<file path="src/hdl/rle_sprite_palette_decoder_macros.svh">
// Assertion macros for the sprite run decoder.
// Used by the top level; expects clk and arst_n in scope.
`ifndef RLE_SPRITE_PALETTE_DECODER_MACROS_SVH
`define RLE_SPRITE_PALETTE_DECODER_MACROS_SVH

// same-cycle implication, checked out of reset
`define RSP_ASSERT_NOW(label, ante, cons) \
	label: assert property (@(posedge clk) disable iff (!arst_n) (ante) |-> (cons)) \
		else $error("rsp: same-cycle check failed");

// next-cycle implication, checked out of reset
`define RSP_ASSERT_NEXT(label, ante, cons) \
	label: assert property (@(posedge clk) disable iff (!arst_n) (ante) |=> (cons)) \
		else $error("rsp: next-cycle check failed");

`endif

</file>
<file path="src/hdl/rsp_ram.sv">
// Generic single-write, single-read RAM with registered read data.
// No dependencies.
module rsp_ram #(
	parameter int WIDTH = 8,
	parameter int DEPTH = 256
) (
	input  logic                     clk,
	input  logic                     we,
	input  logic [$clog2(DEPTH)-1:0] waddr,
	input  logic [WIDTH-1:0]         wdata,
	input  logic                     re,
	input  logic [$clog2(DEPTH)-1:0] raddr,
	output logic [WIDTH-1:0]         rdata
);
	logic [WIDTH-1:0] mem_q [DEPTH];

	always_ff @(posedge clk) begin
		if (we) begin
			mem_q[waddr] <= wdata;
		end
		if (re) begin
			rdata <= mem_q[raddr];
		end
	end
endmodule

</file>
<file path="config.mk">
export PLATFORM = sky130hd
export DESIGN_NAME = rsp_ram
export DESIGN_NICKNAME = d
export VERILOG_FILES = /design/src/hdl/rle_sprite_palette_decoder_macros.svh /design/src/hdl/rsp_ram.sv
export SDC_FILE = /design/constraint.sdc
export NUM_CORES = 2
export LEC_CHECK = 0
export BUFFER_PORTS_ARGS = -buffer_cell sky130_fd_sc_hd__buf_4
export CAP_MARGIN = 5
export CORE_ASPECT_RATIO = 0.6
export CORE_MARGIN = 2
export CORE_UTILIZATION = 45
export DETAILED_ROUTE_END_ITERATION = 10
export SLEW_MARGIN = 20
export SYNTH_ARGS = -nofsm -noshare
export SYNTH_HDL_FRONTEND = slang
export SYNTH_SLANG_ARGS = --single-unit
</file>
<file path="constraint.sdc">
create_clock -name clk -period 2.08 [get_ports clk]
set_input_delay 0.104 -clock clk [delete_from_list [all_inputs] [get_ports clk]]
set_output_delay 0.104 -clock clk [all_outputs]
set_load 0.05 [all_outputs]
</file>
==> impl_results.md <==
* WL/cell at 30.2 um
* Vias in the first global route at 40500
* Die Ht at 330 um
* Ports at 35
* Syn nets at 3760
* Post-Syn Instances at 3733
* Reg-to-Reg End: rdata[6]
* DRC Markers at 0
* Average cell area after synthesis at 21.3 sq um
* Hold path depth at 4
* Die ar. at 180000 sq um
* CP required at 2.60 ns
* Status: complete, but fails checks
* Simple-gate share of the synthesized area at 2.63%
* Hold EP: mem_q[187][5]
* Number of detailed-route iterations in the first pass at 6
* Clock Pin Slew Worst Setup and Hold Paths at 0.07 ns
* Register area at 61700 sq um
* Met3 Resource Use GR at 7.26%
* Worst r2r src: mem_q[119][6]
* Final max-slew violation count at 0
* Share of layout cells above drive strength 1 at 34.0%
* Count leader, synth: edfxtp_1
* DRT iter0 DRCs at 5874
* CTS tree: done
* Number of enable flip-flop cells after synthesis at 2056
* CP max stage cell: nor3_4
* Failing checks: setup timing
* Hold_sp: waddr[5]
* # H-tree levels at 4
* Clock Latency Late Sink at 0.83 ns
* Initial antenna violation count at 11
* R2r worst-path depth at 5
* R2r setup slk at -0.42 ns
* Top cells by area, synth: edfxtp_1 (78%), mux4_2 (13%), mux2i_1 (1.7%), nor2_1 (1.3%), a22oi_1 (1.3%)
* Hold/Removal Path Class: in2reg
* CP bufs+invs at 0
* Final setup vio count at 8
* Crit path kind: reg2reg
* Maximum VDD drop at 0.744 mV
* Post-synthesis sequential area ratio at 77.5%
* Seq cells post-synth at 2056
* Max_slew headroom at 44.6%
* Fin crit period at 2.50 ns
* PwrDens at 887 nW/um^2
* Setup TNS Final at -1.97 ns
* Mux share of post-synthesis cell area at 14.6%
* CP Data Arrival Time at 3.02 ns
* GRT Total Usage at 23.4%
* Complex-gate fraction of the synthesized area at 3.42%
* Final nets at 4508
* Slew @ Worst Pin at 0.824 ns
* Area grow syn2layout at 18.9%
* Period utilization at 120%
* First-pass GRT wire length at 300000 um
* Async set-reset flop share out of synthesis at 0%
* Clk buf depth at 4
* LEAKAGE at 0.0306 uW
* Core Rows at 119
* Post-route core utilization at 53.9%
* Worst Setup Start Kind: register
* Routed via count at 41600
* Wirelength, routed at 211000 um
* Die X at 547 um
* Top_reg_cell synth: edfxtp_1
* Area after DPL at 88400 sq um
* Met2 Use GR at 31.3%
* Core area at 176000 sq um
* CTS buffer count at 185
* Multi-input gate area at 17000 sq um
* Crit-path max cell delay at 0.50 ns
* Pin count of the biggest net entering global routing at 81
* Routability cong. at 0.863
* Via density at 5.95
* Final-report hold violation count at 0
* Starting Density at 45.4%
* Post-synth cell types at 54
* Synth Warn # at 0
* Maximum clock rate at 0.399 GHz
* Setup slack after layout at -0.424 ns
* XOR/XNOR Fraction of Synth Area at 0%
* Final Skew at 0.0503 ns
* GRT Max-Usage Layer: met1
* Post-synth top area cell: edfxtp_1
* Met1 Usage GRT at 37.2%
* Commonest cells in the netlist: edfxtp_1 (2056), mux4_2 (454), nor2_1 (282)
* CP Capture Type: register
* Total grt overflow at 0
* Largest family of logic cells by synthesized area: multiplexers
* CP Cell Sequence: mux4_2 -> a22oi_1 -> a21oi_1 -> nor3_4 -> nor4_2
* Filler instances at 13400
* I/O Buffers at 34
* Top cell type's share of synthesized area at 77.5%
* Post-Synth Adder-Cell Area at 0%
* DPL Wire Length at 142000 um
* Final instance area at 94700 sq um
* Synthesized area at 79600 sq um
* Max Cap Viol at 0
* CTS Sinks at 2056
* Worst Path Max Fanout at 1
* Crit path max-delay family: compound AO/OA/AOI/OAI gates
* RSZ-0062 raised after global routing: true
* Post-route ant nets at 0
* Root Buffer: clkbuf_16
* Total Power at 84000 uW
-- per-layer routing --
metal	vias up	share of wire [%]	wire length, um
met5	-	0.017	35
met4	6	2.0	4270
met3	256	12	24900
met2	2151	41	86700
met1	22000	45	95200
li1	17200	-	-
-- per-stage QoR --
| step | hold WS (ns) | setup slack, ns | instances |
|---|---|---|---|
| 3_5_place_dp | 0.507 | -1.26 | 6637 |
| 4_1_cts | 0.00833 | -0.443 | 6981 |
| 5_1_grt | 0.0544 | -0.414 | 6981 |
| 6_report | 0.0572 | -0.424 | 6984 |
| 2_1_floorplan | 0.203 | -0.0142 | 3733 |
| 3_3_place_gp | 0.501 | -2.11 | 6634 |
-- layout make-up --
type	instances	share of cell area (%)
antenna	4	0.0106
timing repair buffer	794	7.70
sequential	2056	65.2
inverter	2	0.00793
multi-input combinational	1442	18.0
clock buffer	215	5.01
clock inverter	112	0.973
tap	2359	3.12
-- what timing repair did --
item                                    4_1_cts  5_1_grt
pin swaps                                    27       26
setup buffers                                 0        0
resized for setup                            56       23
endpoints found under the hold margin      1465        0
endpoints found under the setup margin        8       13
hold buffers                                 19        0
-- placed cells by master (no fill, tap or decap), types with 24 or more instances in the layout --
cell type and count:
clkbuf_16 185, a22oi_1 128, nor2b_1 24, o22ai_1 27, buf_4 666, buf_12 95
clkinv_1 38, clkbuf_1 30, nor2_1 275, nand2_1 33, mux4_2 455, clkinv_2 47
nand3_1 30, mux2i_1 134, edfxtp_1 2056, o221ai_1 45, a21oi_1 95
-- registers in the layout, indices dropped and copies added (netlist names) --
register  cells
mem_q      2048
rdata         8
-- worst register-to-register path, cell delays in order, from the launching register on --
cell,delay (ns)
edfxtp_1,0.37
mux4_2,0.49
a22oi_1,0.46
a21oi_1,0.25
nor3_4,0.50
nor4_2,0.12
-- how the worst max path moves through the flow --
stage,cells past startpoint,from,slack (ns),to
global placement,8,raddr[0],-2.11,rdata[7]
CTS,6,mem_q[82][6],-0.44,rdata[6]
global route,6,mem_q[82][6],-0.41,rdata[6]
floorplan,9,raddr[0],-0.01,rdata[2]
detailed placement,9,raddr[0],-1.26,rdata[6]
finish,5,mem_q[119][6],-0.42,rdata[6]
-- cell families (layout without fill, tap and decap cells) --
logic type             Yosys count  count (layout)
AND/OR/NAND/NOR                466             466
flip-flops                    2056            2056
multiplexers                   591             591
AO/OA/AOI/OAI                  385             385
other                            0               4
buffers and inverters          235            1123
-- power breakdown --
part | switching [uW] | internal (uW)
combinational | 3160 | 2100
clock | 15000 | 18000
sequential | 56.3 | 45700
total | 18200 | 65700
(Power assumes the default switching activity.)
