==> config.mk <==
export PLATFORM = sky130hd
export DESIGN_NAME = rsp_decode
export DESIGN_NICKNAME = d
export VERILOG_FILES = /design/src/hdl/rle_sprite_palette_decoder_macros.svh /design/src/hdl/rsp_pkg.sv /design/src/hdl/rsp_decode.sv
export SDC_FILE = /design/constraint.sdc
export NUM_CORES = 1
export LEC_CHECK = 0
export ABC_AREA = 0
export ABC_CLOCK_PERIOD_IN_PS = 5600
export BUFFER_PORTS_ARGS = -buffer_cell sky130_fd_sc_hd__clkbuf_2
export CAP_MARGIN = 15
export CORE_UTILIZATION = 36
export CTS_CLUSTER_SIZE = 24
export DETAILED_ROUTE_END_ITERATION = 8
export PLACE_DENSITY = 0.52
export SYNTH_ARGS = -nofsm -noshare
export SYNTH_HDL_FRONTEND = slang
export SYNTH_SLANG_ARGS = --single-unit
==> constraint.sdc <==
create_clock -name clk -period 5.6 [get_ports clk]
set_input_delay 0.56 -clock clk [delete_from_list [all_inputs] [get_ports clk]]
set_output_delay 0.56 -clock clk [all_outputs]
set_load 0.01 [all_outputs]
==> src/hdl/rle_sprite_palette_decoder_macros.svh <==
// Assertion macros for the sprite run decoder.
// Used by the top level; expects clk and arst_n in scope.
`ifndef RLE_SPRITE_PALETTE_DECODER_MACROS_SVH
`define RLE_SPRITE_PALETTE_DECODER_MACROS_SVH

// same-cycle implication, checked out of reset
`define RSP_ASSERT_NOW(label, ante, cons) \
	label: assert property (@(posedge clk) disable iff (!arst_n) (ante) |-> (cons)) \
		else $error("rsp: same-cycle check failed");

// next-cycle implication, checked out of reset
`define RSP_ASSERT_NEXT(label, ante, cons) \
	label: assert property (@(posedge clk) disable iff (!arst_n) (ante) |=> (cons)) \
		else $error("rsp: next-cycle check failed");

`endif

==> src/hdl/rsp_pkg.sv <==
// Shared types, constants and the recolor function of the sprite run decoder.
// No dependencies.
package rsp_pkg;

	localparam int PAL_W     = 24;
	localparam int PAL_DEPTH = 256;
	localparam int IDX_W     = 8;
	localparam int LEN_W     = 7;
	localparam int APB_AW    = 4;
	localparam int APB_DW    = 32;

	// item kind on the byte channel
	localparam logic REQ_ROW_BYTE  = 1'b0;
	localparam logic REQ_PAL_WRITE = 1'b1;

	// configuration register index (paddr[3:2])
	typedef enum logic [1:0] {
		REG_ROW_WIDTH = 2'd0,
		REG_ROW_COUNT = 2'd1,
		REG_PLAYER    = 2'd2
	} reg_idx_t;

	// byte decoder state
	typedef enum logic [2:0] {
		MODE_CTRL = 3'b001,
		MODE_REP  = 3'b010,
		MODE_LIT  = 3'b100
	} mode_t;

	// one run as produced by the byte decoder
	typedef struct packed {
		logic             emit;
		logic [IDX_W-1:0] index;
		logic [LEN_W-1:0] len;
		logic             transp;
		logic             row_done;
		logic             sprite_done;
	} run_t;

	// four shades per player set; set 0 is the base (red) set
	localparam logic [PAL_W-1:0] SHADE_TBL [0:7][0:3] = '{
		'{24'h440400, 24'h5c0400, 24'h7c0000, 24'ha40000},
		'{24'h00044c, 24'h00146c, 24'h002494, 24'h003cc0},
		'{24'h003cc0, 24'h04542c, 24'h14845c, 24'h2cb494},
		'{24'h2c082c, 24'h50104c, 24'h743084, 24'h9848b0},
		'{24'h6e200c, 24'h983810, 24'hc45810, 24'hf08414},
		'{24'h0c0c14, 24'h141420, 24'h1c1c2c, 24'h28283c},
		'{24'h24284c, 24'h545480, 24'h9898b4, 24'he0e0e0},
		'{24'hb47400, 24'hcca010, 24'he4cc28, 24'hfcfc48}
	};

	function automatic logic [PAL_W-1:0] recolor(input logic [PAL_W-1:0] rgb,
	                                             input logic [2:0] set);
		logic [PAL_W-1:0] res;
		res = rgb;
		if (set != 3'd0) begin
			for (int i = 0; i < 4; i++) begin
				if (rgb == SHADE_TBL[0][i]) begin
					res = SHADE_TBL[set][i];
				end
			end
		end
		return res;
	endfunction

endpackage

==> src/hdl/rsp_decode.sv <==
// Byte decoder: control/repeat/literal tracking, pixel and row counters.
// Depends on rsp_pkg.
module rsp_decode (
	input  logic          clk,
	input  logic          arst_n,
	input  logic          accept,
	input  logic [7:0]    stream_byte,
	input  logic [7:0]    row_width,
	input  logic [7:0]    row_count,
	output rsp_pkg::run_t run
);
	import rsp_pkg::*;

	mode_t       mode_q, mode_d;
	logic [5:0]  pend_q, pend_d;
	logic [8:0]  pix_q, pix_d;
	logic [7:0]  rows_q, rows_d;
	logic        check;
	logic [5:0]  pend_dec;
	logic [8:0]  pix_sum;
	logic [8:0]  rows_inc;

	assign pend_dec = pend_q - 6'd1;
	assign rows_inc = {1'b0, rows_q} + 9'd1;

	always_comb begin
		mode_d      = mode_q;
		pend_d      = pend_q;
		pix_d       = pix_q;
		rows_d      = rows_q;
		check       = 1'b0;
		run         = '0;
		run.index   = stream_byte;
		case (mode_q)
			MODE_REP: begin
				mode_d   = MODE_CTRL;
				pend_d   = 6'd0;
				run.emit = (pend_q != 6'd0);
				run.len  = {1'b0, pend_q};
				check    = 1'b1;
			end
			MODE_LIT: begin
				pend_d   = pend_dec;
				if (pend_dec == 6'd0) begin
					mode_d = MODE_CTRL;
				end
				run.emit = 1'b1;
				run.len  = 7'd1;
				check    = (pend_dec == 6'd0);
			end
			default: begin
				mode_d = MODE_CTRL;
				if (stream_byte[6]) begin
					pend_d = stream_byte[5:0];
					mode_d = MODE_REP;
				end else if (stream_byte[7]) begin
					// transparent run of index 0
					run.emit   = (stream_byte[6:0] != 7'd0);
					run.index  = '0;
					run.len    = stream_byte[6:0];
					run.transp = 1'b1;
					check      = 1'b1;
				end else begin
					pend_d = stream_byte[5:0];
					if (stream_byte[5:0] != 6'd0) begin
						mode_d = MODE_LIT;
					end
				end
			end
		endcase

		pix_sum = pix_q + {2'b00, run.len};
		if (run.emit) begin
			pix_d = pix_sum;
			if (check && (pix_sum >= {1'b0, row_width})) begin
				run.row_done = 1'b1;
				pix_d        = 9'd0;
				if (rows_inc >= {1'b0, row_count}) begin
					run.sprite_done = 1'b1;
					rows_d          = 8'd0;
				end else begin
					rows_d = rows_inc[7:0];
				end
			end
		end
	end

	always_ff @(posedge clk or negedge arst_n) begin
		if (!arst_n) begin
			mode_q <= MODE_CTRL;
			pend_q <= '0;
			pix_q  <= '0;
			rows_q <= '0;
		end else if (accept) begin
			mode_q <= mode_d;
			pend_q <= pend_d;
			pix_q  <= pix_d;
			rows_q <= rows_d;
		end
	end
endmodule

==> results.sh, run 1 <==
export IMPL_ys_seq_area_frac=0.273
export IMPL_p_seq_frac=0.316
export IMPL_r2r_setup_slack_ns=1.15
export IMPL_portBuffers=44
export IMPL_drt_total_wl_mm=5.56
export IMPL_clk_pin_slew_worst_paths_ns=0.10
export IMPL_syn_area_mm2=0.00239
export IMPL_ff2ff_path_depth=17
export IMPL_crit_required_ns=5.04
export IMPL_netSwitchingPower_mw=0.412
export IMPL_worst_r2r_endpoint="pix_q[0]$_DFFE_PN0P_"
export IMPL_fp_dieH_um=83.4
export IMPL_crit_chain="or3b_1, buf_4, nand3_2, inv_1, nand2_1, o21ai_0, ha_1, a21o_1, a211oi_1, nor2_1, o31ai_1, xnor2_1, ha_1, and3_1, a2111o_1, nand2_1, nor3_1, clkbuf_2"
export IMPL_start_kind="flip-flop"
export IMPL_intPower_mw=0.522
export IMPL_dieArea_mm2=0.00696
export IMPL_path_max_fanout=10
export IMPL_slew_headroom=0.516
export IMPL_fmax_ghz=0.195
export IMPL_syn_inst=272
export IMPL_cts_hold_buf=0
export IMPL_grt_pass1_vias=1965
export IMPL_pwr_share_comb=0.552
export IMPL_cts_buffer_depth=2
export IMPL_die_w_um=83.4
export IMPL_powerDensity_mw_per_mm2=344
export IMPL_rows=29
export IMPL_htreeDepth=1
export IMPL_swShare=0.441
export IMPL_post_place_cells=389
export IMPL_clk_latency_ns=0.27
export IMPL_tritoncts_num_buffers=3
export IMPL_crit_arrival_ns=4.56
export IMPL_maxCapViolCount=0
export IMPL_vias_per_cell=5.37
export IMPL_crit_path_top_delay_cell="a2111o_1"
export IMPL_period_share=0.914
export IMPL_grt_max_degree=27
export IMPL_drt_wirelength_per_cell_um=14.2
export IMPL_synth_edf_count=0
export IMPL_power_leakage_nw=1.40
export IMPL_synth_flop_cell="dfrtp_1"
export IMPL_finalHoldViolations=0
export IMPL_grt_pass1_wl_mm=9.37
export IMPL_dr_pass1_iters=4
export IMPL_synth_distinct_cells=60
export IMPL_crit_start="mode_q[1]$_DFFE_PN0P_"
export IMPL_final_layout_size_suffix_gt1_frac=0.212
export IMPL_gr_total_overflow=0
export IMPL_ir_drop_uv=181
export IMPL_root_buffer="clkbuf_8"
export IMPL_clkPwrFrac=0.132
export IMPL_dpl_cell_area_mm2=0.00266
export IMPL_design_area_mm2=0.00272
export IMPL_dp_hpwl_mm=4.46
export IMPL_drc=0
export IMPL_final_cells=393
export IMPL_ioPinCount=46
export IMPL_setup_viol=0
export IMPL_drtIter0Drc=87
export IMPL_start_util=0.374
export IMPL_timing_rr_start="mode_q[1]$_DFFE_PN0P_"
export IMPL_status="complete, no violations"
export IMPL_area_delta_synth_final_pct=13.7
export IMPL_yosys_warnings=0
export IMPL_syn_area_per_cell_um2=8.78
export IMPL_endpoint="run[0]"
export IMPL_skew_ns=0.00713
export IMPL_num_antenna_cells=0
export IMPL_fin_nets=371
export IMPL_ant_nets=0
export IMPL_min_path_type="primary input to asynchronous set/reset pin"
export IMPL_max_stage_delay_ns=0.57
export IMPL_antenna_found_initial=0
export IMPL_track_usage=0.163
export IMPL_fin_crit_ns=5.12
export IMPL_ys_ff_latch=26
export IMPL_setup_tns_final_ns=0
export IMPL_end_kind="primary output"
export IMPL_rsz0062_at_grt="no"
export IMPL_gp_congestion=0.826
export IMPL_worst_pin_slew_ns=0.723
export IMPL_post_cts_resized=0
export IMPL_critPathKind="flip-flop to primary output"
export IMPL_async_flop_share=1.00
export IMPL_core_mm2=0.00639
export IMPL_vias=2112
export IMPL_syn_nets=326
export IMPL_finalPower_mw=0.934
export IMPL_drv_slew=0
export IMPL_cts_sinks=26
export IMPL_cts_setup_buffers=0
export IMPL_cts_tree="done"
-- power groups by stage --
stage | clock network (mW) | registers [mW] | logic [mW]
after global placement | 0 | 0.297 | 0.520
after global routing | 0.135 | 0.304 | 0.588
after detailed placement | 0 | 0.299 | 0.521
final | 0.123 | 0.296 | 0.516
after CTS | 0.128 | 0.295 | 0.525
after floorplan | 0 | 0.283 | 0.404
-- state kept, by name (all words and copies together), names as in the netlist --
name    flops
pix_q       9
rows_q      8
pend_q      6
mode_q      3
-- cell families after synthesis --
group           count (synthesis)  share of synthesized area
flops                          26                      0.273
simple gates                   87                      0.209
buf+inv                        34                     0.0702
other cells                     1                    0.00157
xor+xnor                       13                     0.0477
compound gates                 83                      0.249
fa+ha+maj                      27                      0.145
mux                             1                    0.00472
-- cells in the mapped netlist, drive strengths merged (3+ instances only) --
library cell / instances / area (um2)
nor3: 5 / 30.0
nor3b: 3 / 32.5
a22o: 11 / 96.3
inv: 27 / 101
a21oi: 11 / 66.3
a32oi: 3 / 26.3
nand3: 7 / 52.6
and3: 4 / 30.0
a22oi: 3 / 27.5
nor2: 15 / 63.8
o21ai: 27 / 135
nand4: 7 / 43.8
o31ai: 4 / 30.0
xor2: 4 / 35.0
a211oi: 3 / 22.5
nand2b: 5 / 38.8
and2: 9 / 56.3
nand2: 23 / 86.3
dfrtp: 25 / 626
buf: 5 / 48.8
ha: 26 / 325
xnor2: 9 / 78.8
a21o: 6 / 45.0
nor2b: 3 / 18.8
-- cell type report --
| cell class | count | area [um2] |
|---|---|---|
| multi-input combinational | 212 | 1570 |
| tap | 77 | 96.3 |
| inverter | 27 | 101 |
| timing repair buffer | 47 | 243 |
| fill | 666 | 3670 |
| clock buffer | 4 | 55.1 |
| sequential | 26 | 652 |
-- through the flow --
step / hold WS, ns / util / setup WS, ns
after detailed placement: 0.502 / 0.417 / 0.747
after CTS: 0.357 / 0.425 / 0.464
after global routing: 0.377 / 0.425 / 0.189
after global placement: 0.502 / 0.417 / 0.821
after floorplan: 0.264 / - / 1.27
final: 0.323 / 0.425 / 0.481
-- critical path: cells and delay by family (launching register included) --
family | cells | cell delay [ns]
AO/OA/AOI/OAI | 5 | 1.42
AND/OR/NAND/NOR | 7 | 1.21
adder cells (fa/ha/maj) | 2 | 0.59
buffers and inverters | 3 | 0.47
flip-flops | 1 | 0.43
XOR/XNOR | 1 | 0.17
-- routing by layer --
layer	part of all wire	global-route usage
met5	0	0
met2	0.45	0.264
met3	0.042	0.0159
met1	0.51	0.235
met4	0.0052	0.0339
-- worst min path at each step --
stage                          from                     to  slack [ns]  cells after the start
2_1_floorplan                arst_n  mode_q[1]$_DFFE_PN0P_        0.26                      0
3_3_place_gp   pix_q[5]$_DFFE_PN0P_   pix_q[5]$_DFFE_PN0P_        0.50                      1
3_5_place_dp   pix_q[4]$_DFFE_PN0P_   pix_q[4]$_DFFE_PN0P_        0.50                      1
4_1_cts                      arst_n  pend_q[3]$_DFFE_PN0P_        0.36                      1
5_1_grt                      arst_n  rows_q[4]$_DFFE_PN0P_        0.38                      1
6_report                     arst_n  rows_q[4]$_DFFE_PN0P_        0.32                      1
-- layout by cell type (no fill, tap or decap), types with 5 or more instances in the layout --
cell | Yosys | routed
clkbuf_2 | 0 | 44
inv_1 | 27 | 27
ha_1 | 26 | 26
dfrtp_1 | 25 | 25
o21ai_0 | 24 | 24
nand2_1 | 23 | 23
nor2_1 | 14 | 14
a22o_1 | 11 | 11
a21oi_1 | 10 | 10
xnor2_1 | 9 | 9
and2_1 | 8 | 8
nand4_1 | 7 | 7
a21o_1 | 6 | 6
nand3_1 | 5 | 5
No activity file was read; power rests on OpenSTA's default activity.
==> inputs of run 2 (changes only) <==
--- a/config.mk
+++ b/config.mk
@@ -13,6 +13,7 @@
 export CTS_CLUSTER_SIZE = 24
 export DETAILED_ROUTE_END_ITERATION = 8
 export PLACE_DENSITY = 0.52
+export RECOVER_POWER = 100
 export SYNTH_ARGS = -nofsm -noshare
 export SYNTH_HDL_FRONTEND = slang
 export SYNTH_SLANG_ARGS = --single-unit
==> run 2 against run 1 <==
Die area unchanged. Critical path depth increased by 2. Sequential power hardly changed. The run now ends with capacitance limit left. Hold slack gained 0.20 ns. Final cell count unchanged. Register-to-register slack worse by 0.32 ns.
==> results.sh, run 2 (synthesized netlist as in run 1, its figures left out) <==
export IMPL_track_usage=0.163
export IMPL_crit_arrival_ns=4.53
export IMPL_top_regs="pix_q (9), rows_q (8), pend_q (6)"
export IMPL_dpl_cell_area_mm2=0.00266
export IMPL_hold_worst_slack_ns=0.525
export IMPL_ant_nets=0
export IMPL_ir_drop_uv=180
export IMPL_powerDensity_mw_per_mm2=344
export IMPL_intPower_mw=0.512
export IMPL_skew_ns=0.00703
export IMPL_setup_viol=0
export IMPL_rsz0062_at_grt="no"
export IMPL_gp_congestion=0.826
export IMPL_dp_hpwl_mm=4.46
export IMPL_final_cells=393
export IMPL_path_max_fanout=10
export IMPL_fmax_ghz=0.196
export IMPL_area_delta_synth_final_pct=11.7
export IMPL_htreeDepth=1
export IMPL_final_layout_size_suffix_gt1_frac=0.146
export IMPL_clk_latency_ns=0.27
export IMPL_crit_required_ns=5.04
export IMPL_cts_tree="done"
export IMPL_vias_per_cell=5.40
export IMPL_cts_hold_buf=0
export IMPL_swShare=0.441
export IMPL_slew_headroom=0.00159
export IMPL_maxCapViolCount=1
export IMPL_drv_slew=0
export IMPL_grt_pass1_wl_mm=9.37
export IMPL_netSwitchingPower_mw=0.404
export IMPL_cts_setup_buffers=0
export IMPL_worst_pin_slew_ns=1.50
export IMPL_pre_cts_slack_ns=0.747
export IMPL_antenna_found_initial=0
export IMPL_fp_dieH_um=83.4
export IMPL_drt_wirelength_per_cell_um=14.1
export IMPL_design_area_mm2=0.00267
export IMPL_tritoncts_num_buffers=3
export IMPL_pwr_share_comb=0.545
export IMPL_p_seq_frac=0.321
export IMPL_cts_sinks=26
export IMPL_core_mm2=0.00639
export IMPL_min_path_type="flip-flop to flip-flop"
export IMPL_finalPower_mw=0.916
export IMPL_nFillCells=681
export IMPL_grt_max_degree=27
export IMPL_setup_ws_ns=0.505
export IMPL_vias=2124
export IMPL_r2r_setup_slack_ns=0.83
export IMPL_die_w_um=83.4
export IMPL_max_stage_delay_ns=0.61
export IMPL_clk_pin_slew_worst_paths_ns=0.09
export IMPL_dr_pass1_iters=4
export IMPL_start_util=0.374
export IMPL_num_antenna_cells=0
export IMPL_drtIter0Drc=79
export IMPL_largest_reg_flops=9
export IMPL_regMostFlops="pix_q"
export IMPL_final_common_cell="clkbuf_2"
export IMPL_root_buffer="clkbuf_8"
export IMPL_finalHoldViolations=0
export IMPL_violations="capacitance limit"
export IMPL_crit_chain="or3b_1, buf_4, nand3_2, inv_1, nand2_1, o21ai_0, inv_1, fa_1, nand3b_1, nand2_1, a21o_1, a21oi_1, xnor2_1, ha_1, a21o_1, a21o_1, a2111o_1, nand2_1, nor3_1, clkbuf_1"
export IMPL_fin_crit_ns=5.09
export IMPL_clkPwrFrac=0.134
export IMPL_drt_total_wl_mm=5.56
export IMPL_layout_common_cells="28 x clkbuf_2, 27 x inv_1, 26 x o21ai_0, 26 x ha_1, 25 x dfrtp_1"
export IMPL_crit_path_top_delay_cell="dfstp_1"
export IMPL_cts_buffer_depth=2
export IMPL_ioPinCount=46
export IMPL_finish_utilization=0.418
export IMPL_portBuffers=44
export IMPL_drc=0
export IMPL_fin_nets=371
export IMPL_grt_pass1_vias=1965
export IMPL_post_cts_resized=0
export IMPL_period_share=0.910
export IMPL_setup_tns_final_ns=0
export IMPL_critPathKind="flip-flop to primary output"
export IMPL_rows=29
export IMPL_gr_total_overflow=0
export IMPL_start_kind="flip-flop"
export IMPL_end_kind="primary output"
export IMPL_post_place_cells=389
export IMPL_dieArea_mm2=0.00696
export IMPL_status="finished with violations"
export IMPL_power_leakage_nw=1.34
run 2: power groups by stage:
stage	Combinational, mW	Clock (mW)	Sequential [mW]
after detailed placement	0.521	0	0.299
after global routing	0.570	0.135	0.303
after CTS	0.525	0.128	0.295
after global placement	0.520	0	0.297
final	0.499	0.123	0.294
after floorplan	0.404	0	0.283
run 2: critical path, delay by kind of cell, from the launching register on:
kind | cells | cell delay [ns]
compound gates | 6 | 1.17
xor+xnor | 1 | 0.19
buf+inv | 4 | 0.63
flops | 1 | 0.61
simple gates | 7 | 0.95
fa+ha+maj | 2 | 0.72
run 2: final timing paths:
| check | startpoint | cells past startpoint | to |
|---|---|---|---|
| setup / recovery | mode_q[0]$_DFFE_PN1P_ | 20 | run[0] |
| hold / removal | pix_q[0]$_DFFE_PN0P_ | 1 | pix_q[0]$_DFFE_PN0P_ |
| setup reg to reg | mode_q[0]$_DFFE_PN1P_ | 19 | pix_q[0]$_DFFE_PN0P_ |
| hold reg to reg | pix_q[0]$_DFFE_PN0P_ | 1 | pix_q[0]$_DFFE_PN0P_ |
| max in group asynchronous | arst_n | 1 | pix_q[0]$_DFFE_PN0P_ |
| min in group asynchronous | arst_n | 1 | rows_q[4]$_DFFE_PN0P_ |
run 2: area by class of cell:
| class | instances | area, um2 | area share |
|---|---|---|---|
| clock buffer | 4 | 55.1 | 0.0206 |
| sequential | 26 | 652 | 0.244 |
| tap | 77 | 96.3 | 0.0361 |
| timing repair buffer | 47 | 223 | 0.0835 |
| inverter | 27 | 101 | 0.0380 |
| multi-input combinational | 212 | 1540 | 0.577 |
run 2: metal layers:
metal / routed length, um / up-vias / track usage
li1: - / 1077 / -
met1: 2780 / 978 / 0.235
met2: 2500 / 67 / 0.264
met3: 249 / 2 / 0.0159
met4: 29 / 0 / 0.0339
met5: 0 / - / 0
